--- config.mk ---
export PLATFORM = sky130hd
export DESIGN_NAME = chained_block_allocator_top
export DESIGN_NICKNAME = d
export VERILOG_FILES = /design/src/sv/cba_pkg.sv /design/src/sv/chained_block_allocator_top.sv /design/src/sv/cba_ram.sv
export SDC_FILE = /design/constraint.sdc
export NUM_CORES = 2
export LEC_CHECK = 0
export BUFFER_PORTS_ARGS = -buffer_cell sky130_fd_sc_hd__buf_2
export CAP_MARGIN = 10
export CORE_UTILIZATION = 55
export DETAILED_ROUTE_END_ITERATION = 10
export PLACE_DENSITY = 0.71
export SLEW_MARGIN = 20
export SYNTH_ARGS = -nofsm -noshare
export SYNTH_HDL_FRONTEND = slang
export SYNTH_SLANG_ARGS = --single-unit
--- constraint.sdc ---
create_clock -name clk -period 10.3 [get_ports clk]
set_input_delay 0.515 -clock clk [delete_from_list [all_inputs] [get_ports clk]]
set_output_delay 0.515 -clock clk [all_outputs]
set_load 0.05 [all_outputs]
--- src/sv/cba_pkg.sv ---
`timescale 1ns / 1ps
`default_nettype none
package cba_pkg;

  localparam int SLOT_COUNT   = 64;
  localparam int SLOT_BITS    = $clog2(SLOT_COUNT);
  localparam int LINK_BITS    = SLOT_BITS + 1;
  localparam int TAG_BITS     = 32;
  localparam int CONTENT_BITS = 64;

  // link value that marks the end of a chain
  localparam logic [LINK_BITS-1:0] NO_LINK = LINK_BITS'(SLOT_COUNT);

  typedef enum logic [1:0] {
    OP_INSERT = 2'd0,
    OP_REMOVE = 2'd1,
    OP_FIND   = 2'd2
  } op_t;

  typedef enum logic [1:0] {
    ST_OK        = 2'd0,
    ST_FULL      = 2'd1,
    ST_NOT_FOUND = 2'd2
  } status_t;

  typedef enum logic [6:0] {
    S_IDLE      = 7'b0000001,
    S_FREE_SCAN = 7'b0000010,
    S_INS_WR    = 7'b0000100,
    S_INS_LINK  = 7'b0001000,
    S_TAG_SCAN  = 7'b0010000,
    S_WALK_CHK  = 7'b0100000,
    S_WALK_LD   = 7'b1000000
  } fsm_t;

endpackage
`default_nettype wire

--- src/sv/chained_block_allocator_top.sv ---
`timescale 1ns / 1ps
`default_nettype none
// Chained block allocator: a table of 64 slots, each with a file tag, a
// content word and a link to the next slot of the same file.
// Command channel: drive in_operation, in_file_tag and in_content_word with
// start high; the word is taken on a rising edge where busy is low. busy
// stays high until the result has been issued.
// Result channel: out_valid is high for exactly one cycle with status, slot
// index, freed count and occupancy; the receiver must take it then.
// Operation steps, scanning one slot at a time over the dual-port tag/link RAMs:
//   insert:        find the lowest free slot, write it, then link the previous
//                  inserted slot to it if the tags match; ST_FULL if none free
//   find:          one tag read per slot, pipelined, until a used slot matches
//   remove:        find, then walk the chain and free each linked slot
//   operation 3:   result on the cycle after accept
// busy drops on the cycle the result is shown, so a new command may be
// accepted back to back with the strobe.
// Reset clears all occupancy bits, the slot count and the previous-insert
// slot at once; no clearing pass is needed. Tag, content and link RAMs hold
// stale data that is never read for a free slot.
module chained_block_allocator_top
  import cba_pkg::*;
(
  input  wire logic                    clk,
  input  wire logic                    rst_n,
  input  wire logic                    start,
  output logic                         busy,
  input  wire logic [1:0]              in_operation,
  input  wire logic [TAG_BITS-1:0]     in_file_tag,
  input  wire logic [CONTENT_BITS-1:0] in_content_word,
  output logic                         out_valid,
  output logic [1:0]                   out_status,
  output logic [SLOT_BITS-1:0]         out_slot_index,
  output logic [LINK_BITS-1:0]         out_freed_count,
  output logic [LINK_BITS-1:0]         out_occupancy
);

  fsm_t                    state_r, state_nxt;
  logic [SLOT_COUNT-1:0]   used_r, used_nxt;
  logic [LINK_BITS-1:0]    count_r, count_nxt;
  logic [SLOT_BITS-1:0]    prev_r, prev_nxt;
  logic [1:0]              op_r, op_nxt;
  logic [TAG_BITS-1:0]     tag_r, tag_nxt;
  logic [CONTENT_BITS-1:0] content_r, content_nxt;
  logic [LINK_BITS-1:0]    scan_cnt_r, scan_cnt_nxt;
  logic                    rd_vld_r, rd_vld_nxt;
  logic [SLOT_BITS-1:0]    rd_idx_r, rd_idx_nxt;
  logic [SLOT_BITS-1:0]    cur_r, cur_nxt;
  logic [LINK_BITS-1:0]    id_r, id_nxt;
  logic [LINK_BITS-1:0]    freed_r, freed_nxt;

  logic                    out_valid_r, out_valid_nxt;
  logic [1:0]              out_status_r, out_status_nxt;
  logic [SLOT_BITS-1:0]    out_slot_r, out_slot_nxt;
  logic [LINK_BITS-1:0]    out_freed_r, out_freed_nxt;
  logic [LINK_BITS-1:0]    out_occ_r, out_occ_nxt;

  logic                    tag_we;
  logic [SLOT_BITS-1:0]    tag_raddr;
  logic [TAG_BITS-1:0]     tag_q;
  logic                    next_we;
  logic [SLOT_BITS-1:0]    next_waddr;
  logic [LINK_BITS-1:0]    next_wdata;
  logic [LINK_BITS-1:0]    next_q;
  logic                    hit;

  cba_ram #(.WIDTH(TAG_BITS), .DEPTH(SLOT_COUNT)) u_tag_ram (
    .clk   (clk),
    .we    (tag_we),
    .waddr (cur_r),
    .wdata (tag_r),
    .raddr (tag_raddr),
    .rdata (tag_q)
  );

  cba_ram #(.WIDTH(CONTENT_BITS), .DEPTH(SLOT_COUNT)) u_content_ram (
    .clk   (clk),
    .we    (tag_we),
    .waddr (cur_r),
    .wdata (content_r),
    .raddr (cur_r),
    .rdata ()
  );

  cba_ram #(.WIDTH(LINK_BITS), .DEPTH(SLOT_COUNT)) u_next_ram (
    .clk   (clk),
    .we    (next_we),
    .waddr (next_waddr),
    .wdata (next_wdata),
    .raddr (id_r[SLOT_BITS-1:0]),
    .rdata (next_q)
  );

  assign busy            = (state_r != S_IDLE);
  assign out_valid       = out_valid_r;
  assign out_status      = out_status_r;
  assign out_slot_index  = out_slot_r;
  assign out_freed_count = out_freed_r;
  assign out_occupancy   = out_occ_r;

  assign tag_raddr = (state_r == S_TAG_SCAN) ? scan_cnt_r[SLOT_BITS-1:0] : prev_r;
  assign hit       = rd_vld_r && used_r[rd_idx_r] && (tag_q == tag_r);

  always_comb begin
    state_nxt      = state_r;
    used_nxt       = used_r;
    count_nxt      = count_r;
    prev_nxt       = prev_r;
    op_nxt         = op_r;
    tag_nxt        = tag_r;
    content_nxt    = content_r;
    scan_cnt_nxt   = scan_cnt_r;
    rd_vld_nxt     = rd_vld_r;
    rd_idx_nxt     = rd_idx_r;
    cur_nxt        = cur_r;
    id_nxt         = id_r;
    freed_nxt      = freed_r;
    out_valid_nxt  = 1'b0;
    out_status_nxt = out_status_r;
    out_slot_nxt   = out_slot_r;
    out_freed_nxt  = out_freed_r;
    out_occ_nxt    = out_occ_r;
    tag_we         = 1'b0;
    next_we        = 1'b0;
    next_waddr     = cur_r;
    next_wdata     = NO_LINK;

    case (state_r)
      S_IDLE: begin
        if (start) begin
          op_nxt       = in_operation;
          tag_nxt      = in_file_tag;
          content_nxt  = in_content_word;
          scan_cnt_nxt = '0;
          rd_vld_nxt   = 1'b0;
          case (in_operation)
            OP_INSERT: state_nxt = S_FREE_SCAN;
            OP_REMOVE: state_nxt = S_TAG_SCAN;
            OP_FIND:   state_nxt = S_TAG_SCAN;
            default: begin
              out_valid_nxt  = 1'b1;
              out_status_nxt = ST_OK;
              out_slot_nxt   = '0;
              out_freed_nxt  = '0;
              out_occ_nxt    = count_r;
            end
          endcase
        end
      end

      S_FREE_SCAN: begin
        if (scan_cnt_r == LINK_BITS'(SLOT_COUNT)) begin
          out_valid_nxt  = 1'b1;
          out_status_nxt = ST_FULL;
          out_slot_nxt   = '0;
          out_freed_nxt  = '0;
          out_occ_nxt    = count_r;
          state_nxt      = S_IDLE;
        end else if (!used_r[scan_cnt_r[SLOT_BITS-1:0]]) begin
          cur_nxt   = scan_cnt_r[SLOT_BITS-1:0];
          state_nxt = S_INS_WR;
        end else begin
          scan_cnt_nxt = scan_cnt_r + 1'b1;
        end
      end

      S_INS_WR: begin
        // write the new slot while the tag of the previous slot is read
        tag_we          = 1'b1;
        next_we         = 1'b1;
        used_nxt[cur_r] = 1'b1;
        count_nxt       = count_r + 1'b1;
        if (count_r == '0) begin
          prev_nxt = '0;
        end
        state_nxt = S_INS_LINK;
      end

      S_INS_LINK: begin
        // prev_r equal to cur_r: slot reused, leave links alone
        if (prev_r != cur_r && used_r[prev_r]) begin
          next_we    = 1'b1;
          next_waddr = prev_r;
          next_wdata = (tag_q == tag_r) ? {1'b0, cur_r} : NO_LINK;
        end
        prev_nxt       = cur_r;
        out_valid_nxt  = 1'b1;
        out_status_nxt = ST_OK;
        out_slot_nxt   = cur_r;
        out_freed_nxt  = '0;
        out_occ_nxt    = count_r;
        state_nxt      = S_IDLE;
      end

      S_TAG_SCAN: begin
        if (hit) begin
          cur_nxt = rd_idx_r;
          if (op_r == OP_FIND) begin
            out_valid_nxt  = 1'b1;
            out_status_nxt = ST_OK;
            out_slot_nxt   = rd_idx_r;
            out_freed_nxt  = '0;
            out_occ_nxt    = count_r;
            state_nxt      = S_IDLE;
          end else begin
            id_nxt    = {1'b0, rd_idx_r};
            freed_nxt = '0;
            state_nxt = S_WALK_CHK;
          end
        end else if (scan_cnt_r == LINK_BITS'(SLOT_COUNT)) begin
          out_valid_nxt  = 1'b1;
          out_status_nxt = ST_NOT_FOUND;
          out_slot_nxt   = '0;
          out_freed_nxt  = '0;
          out_occ_nxt    = count_r;
          state_nxt      = S_IDLE;
        end else begin
          // issue next tag read, compare it next cycle
          rd_vld_nxt   = 1'b1;
          rd_idx_nxt   = scan_cnt_r[SLOT_BITS-1:0];
          scan_cnt_nxt = scan_cnt_r + 1'b1;
        end
      end

      S_WALK_CHK: begin
        if (id_r < LINK_BITS'(SLOT_COUNT) && used_r[id_r[SLOT_BITS-1:0]]) begin
          used_nxt[id_r[SLOT_BITS-1:0]] = 1'b0;
          count_nxt = count_r - 1'b1;
          freed_nxt = freed_r + 1'b1;
          state_nxt = S_WALK_LD;
        end else begin
          out_valid_nxt  = 1'b1;
          out_status_nxt = ST_OK;
          out_slot_nxt   = cur_r;
          out_freed_nxt  = freed_r;
          out_occ_nxt    = count_r;
          state_nxt      = S_IDLE;
        end
      end

      S_WALK_LD: begin
        // advance along the chain
        id_nxt    = next_q;
        state_nxt = S_WALK_CHK;
      end

      default: state_nxt = S_IDLE;
    endcase
  end

  always_ff @(posedge clk) begin
    if (!rst_n) begin
      state_r     <= S_IDLE;
      used_r      <= '0;
      count_r     <= '0;
      prev_r      <= '0;
      rd_vld_r    <= 1'b0;
      out_valid_r <= 1'b0;
    end else begin
      state_r     <= state_nxt;
      used_r      <= used_nxt;
      count_r     <= count_nxt;
      prev_r      <= prev_nxt;
      rd_vld_r    <= rd_vld_nxt;
      out_valid_r <= out_valid_nxt;
    end
  end

  always_ff @(posedge clk) begin
    op_r         <= op_nxt;
    tag_r        <= tag_nxt;
    content_r    <= content_nxt;
    scan_cnt_r   <= scan_cnt_nxt;
    rd_idx_r     <= rd_idx_nxt;
    cur_r        <= cur_nxt;
    id_r         <= id_nxt;
    freed_r      <= freed_nxt;
    out_status_r <= out_status_nxt;
    out_slot_r   <= out_slot_nxt;
    out_freed_r  <= out_freed_nxt;
    out_occ_r    <= out_occ_nxt;
  end

endmodule
`default_nettype wire

--- src/sv/cba_ram.sv ---
`timescale 1ns / 1ps
`default_nettype none
module cba_ram #(
  parameter int WIDTH = 8,
  parameter int DEPTH = 64
) (
  input  wire logic                     clk,
  input  wire logic                     we,
  input  wire logic [$clog2(DEPTH)-1:0] waddr,
  input  wire logic [WIDTH-1:0]         wdata,
  input  wire logic [$clog2(DEPTH)-1:0] raddr,
  output logic      [WIDTH-1:0]         rdata
);

  logic [WIDTH-1:0] mem_r [DEPTH];

  always_ff @(posedge clk) begin
    if (we) begin
      mem_r[waddr] <= wdata;
    end
    rdata <= mem_r[raddr];
  end

endmodule
`default_nettype wire
==> results.json <==
{
  "clock_latency_on_the_worst_skew_pair_ns": 0.94,
  "clock_path_buffers": 4,
  "crit_path_top_delay_cell": "sky130_fd_sc_hd__nor2_4",
  "synthesis.nets": 7592,
  "slew_violations": 0,
  "worst_ir_drop_vdd_v": 0.000179,
  "power_density_nw_per_um2": 197,
  "synth_area_um2": 109000,
  "port_buffers": 60,
  "max_cap_viol_count": 0,
  "cts_num_sinks": 2710,
  "clkSlewWorstSetupHoldPaths_ns": 0.06,
  "hold_path_cell_cnt": 4,
  "initial_detailed_routing_violation_count": 11696,
  "worst_min_delay_path_class": "input pin to flop",
  "timing.final.setup_violations": 0,
  "post_synth_cell_types": 81,
  "clock-skew-final_ns": 0.0932,
  "critical_path.cell_chain": "nor4_4 > a31oi_4 > nor2_4 > buf_12 > buf_4 > mux2i_1 > a2111oi_0 > a22oi_1 > nand4_1",
  "flip_flop_and_latch_count_after_synthesis": 2710,
  "layout-drive-gt1-share_pct": 11.5,
  "number_of_warning_messages_in_the_yosys_log": 0,
  "critical_path.endpoint_type": "flop",
  "result_of_the_run": "complete, no violations",
  "syn_inst": 7480,
  "synthToLayoutAreaGrowth_pct": 11.5,
  "post-cts-setup-buffer-count": 0,
  "async_flop_share_pct": 0,
  "worst-setup-path-type": "flop to flop",
  "clock_tree.root_cell": "sky130_fd_sc_hd__clkbuf_16",
  "layout.cells.most_common": "sky130_fd_sc_hd__edfxtp_1",
  "worst-r2r-setup-slack_ns": 4.77,
  "synth_top_family_by_area": "compound AO/OA/AOI/OAI gates",
  "remaining_drc_errors": 0,
  "synth_xor_area_share_pct": 0.411,
  "die_w_um": 447,
  "crit_path_max_incr_delay_ns": 0.82,
  "detailed_placement_wirelength_estimate_um": 156000,
  "post-route-period-util_pct": 53.7,
  "detailroute.via_count": 70217,
  "globalRoute.totalOverflow": 0,
  "synthesis.area_per_instance_um2": 14.5,
  "dp_worst_setup_slack_ns": 5.12,
  "die_height_um": 447,
  "worst_ep_required_time_ns": 11.08,
  "timing.critical_path.from_type": "flop",
  "synth_compound_area_share_pct": 11.8,
  "timing.slew.headroom_pct": 18.6,
  "pin_count_of_the_biggest_net_entering_global_routing": 250,
  "synth_ff_type": "sky130_fd_sc_hd__edfxtp_1",
  "global_route_usage_over_all_layers_pct": 30.3,
  "std_cell_rows": 162,
  "hold_viol": 0,
  "num_io_pins": 125,
  "grt_pass1_vias": 66926,
  "htree_levels": 5,
  "synth_sequential_area_ratio_pct": 73.7,
  "worst-endpoint-arrival_ns": 6.31,
  "grt_first_pass_wirelength_um": 443000,
  "final_antenna_net_count": 0,
  "final_cell_mix": "sky130_fd_sc_hd__edfxtp_1, sky130_fd_sc_hd__nand3_1, sky130_fd_sc_hd__nand2_1",
  "grt_antenna_before_repair": 13,
  "synth-simple-area-share_pct": 7.93,
  "drt-wirelength-per-cell_um": 30.0,
  "timing_worst_slew_pin_value_ns": 1.22,
  "design.die.area_um2": 199000,
  "leakagePower_nw": 40.9,
  "critical_path_peak_fanout": 126,
  "cts_inserted_buffers": 284,
  "route.final.wire_length_um": 309000,
  "design.core.area_um2": 196000,
  "fin_tns_setup_ns": 0,
  "fin_crit_period_ns": 5.53,
  "fmax_ghz": 0.181,
  "grt_setup_unrepaired": "no",
  "synth_enable_flop_cells": 2585,
  "synthAdderAreaFrac_pct": 0.133,
  "detailedRoute.firstPassIterationCount": 7,
  "synthMuxAreaShare_pct": 3.68,
  "timing.final.ws_setup_ns": 4.77,
  "fillers": 13914,
  "final_nets": 7564,
  "r2r.worst_path.cells": 9,
  "routabilityCongestion": 0.956,
  "cts_tree": "built",
  "p_total_mw": 23.9,
  "start_util_pct": 55.6,
  "avgViaCountPerCell": 6.83
}
==> per-stage QoR <==
step                instance area, um2  hold WS [ns]  util, %  instances
floorplan                       109000         0.424        -       7480
global placement                112000         0.498     57.3       9755
detailed placement              112000         0.497     57.3       9756
CTS                             121000        0.0325     62.0      10277
global route                    121000        0.0838     62.0      10279
finish                          121000        0.0799     62.0      10281
==> cell usage after synthesis, drive strengths merged (84+ instances only) <==
cell | count | area share, %
a21oi | 549 | 2.5
a31oi | 84 | 0.48
nand4 | 110 | 0.63
edfxtp | 2585 | 71
nor2 | 210 | 0.73
nand2 | 547 | 1.9
mux2i | 220 | 2.0
o41ai | 103 | 0.83
a211oi | 99 | 0.68
dfxtp | 125 | 2.3
o21ai | 544 | 2.5
and3 | 102 | 0.59
a22oi | 193 | 1.3
nand3 | 658 | 3.0
buf | 161 | 0.73
clkbuf | 437 | 1.5
==> final timing paths <==
kind,start,to
max,state_r[0],u_tag_ram.rdata[13]
min,start,state_r[1]
max reg2reg,state_r[0],u_tag_ram.rdata[13]
min reg2reg,u_next_ram.rdata[2],id_r[2]
==> kinds of logic (layout without fill, tap and decap cells) <==
group | Yosys count | count (layout)
buf+inv | 620 | 793
fa+ha+maj | 11 | 11
flops | 2710 | 2710
xor+xnor | 51 | 51
compound gates | 1972 | 1972
mux | 320 | 320
other cells | 0 | 4
simple gates | 1796 | 1796
==> worst max-delay path, delay by kind of cell (launching register included) <==
kind | cells | cell delay (ns)
and+or+nand+nor | 3 | 1.69
AOI/OAI and AO/OA | 3 | 1.62
buffers and inverters | 2 | 1.33
DFF | 1 | 0.36
muxes | 1 | 0.15
==> flip-flops by register name, summed over array words and instances, names as in the netlist, 6 cells and up <==
signal	cells
u_tag_ram.mem_r	2048
id_r	7
u_tag_ram.rdata	32
prev_r	6
used_r	64
out_slot_index	6
rd_idx_r	6
count_r	7
u_next_ram.rdata	7
state_r	7
cur_r	6
out_occupancy	7
out_freed_count	7
tag_r	32
freed_r	7
scan_cnt_r	7
u_next_ram.mem_r	448
==> per-layer routing <==
metal / share of wire, % / up-vias / global-route usage [%]
met3: 12 / 699 / 6.65
met5: 0.018 / - / 0
met1: 38 / 35139 / 42.7
met2: 46 / 4818 / 46.7
li1: - / 29551 / -
met4: 3.4 / 10 / 10.7
==> final cells by class <==
cell class / instances / area, um2 / area share, %
sequential: 2710 / 80100 / 66.1
clock buffer: 352 / 7590 / 6.26
inverter: 22 / 82.6 / 0.0681
clock inverter: 135 / 1140 / 0.938
timing repair buffer: 284 / 2220 / 1.83
antenna: 4 / 10.0 / 0.00825
multi-input combinational: 4150 / 26800 / 22.1
tap: 2624 / 3280 / 2.71
==> what timing repair did <==
item                                    in CTS  in global routing
endpoints found under the setup margin       0                  0
endpoints found under the hold margin       34                  0
hold buffers                                34                  0
gates resized for setup                      0                  0
==> power breakdown <==
| part | internal, mW | leakage (nW) | switching (mW) | total [mW] |
|---|---|---|---|---|
| Sequential | 12.5 | 25.5 | 0.0975 | 12.6 |
| Clock | 5.68 | 4.28 | 4.09 | 9.78 |
| Combinational | 0.334 | 11.2 | 1.17 | 1.51 |
| Total | 18.5 | 40.9 | 5.36 | 23.9 |
Note: power is estimated with default switching activity, not from simulation.
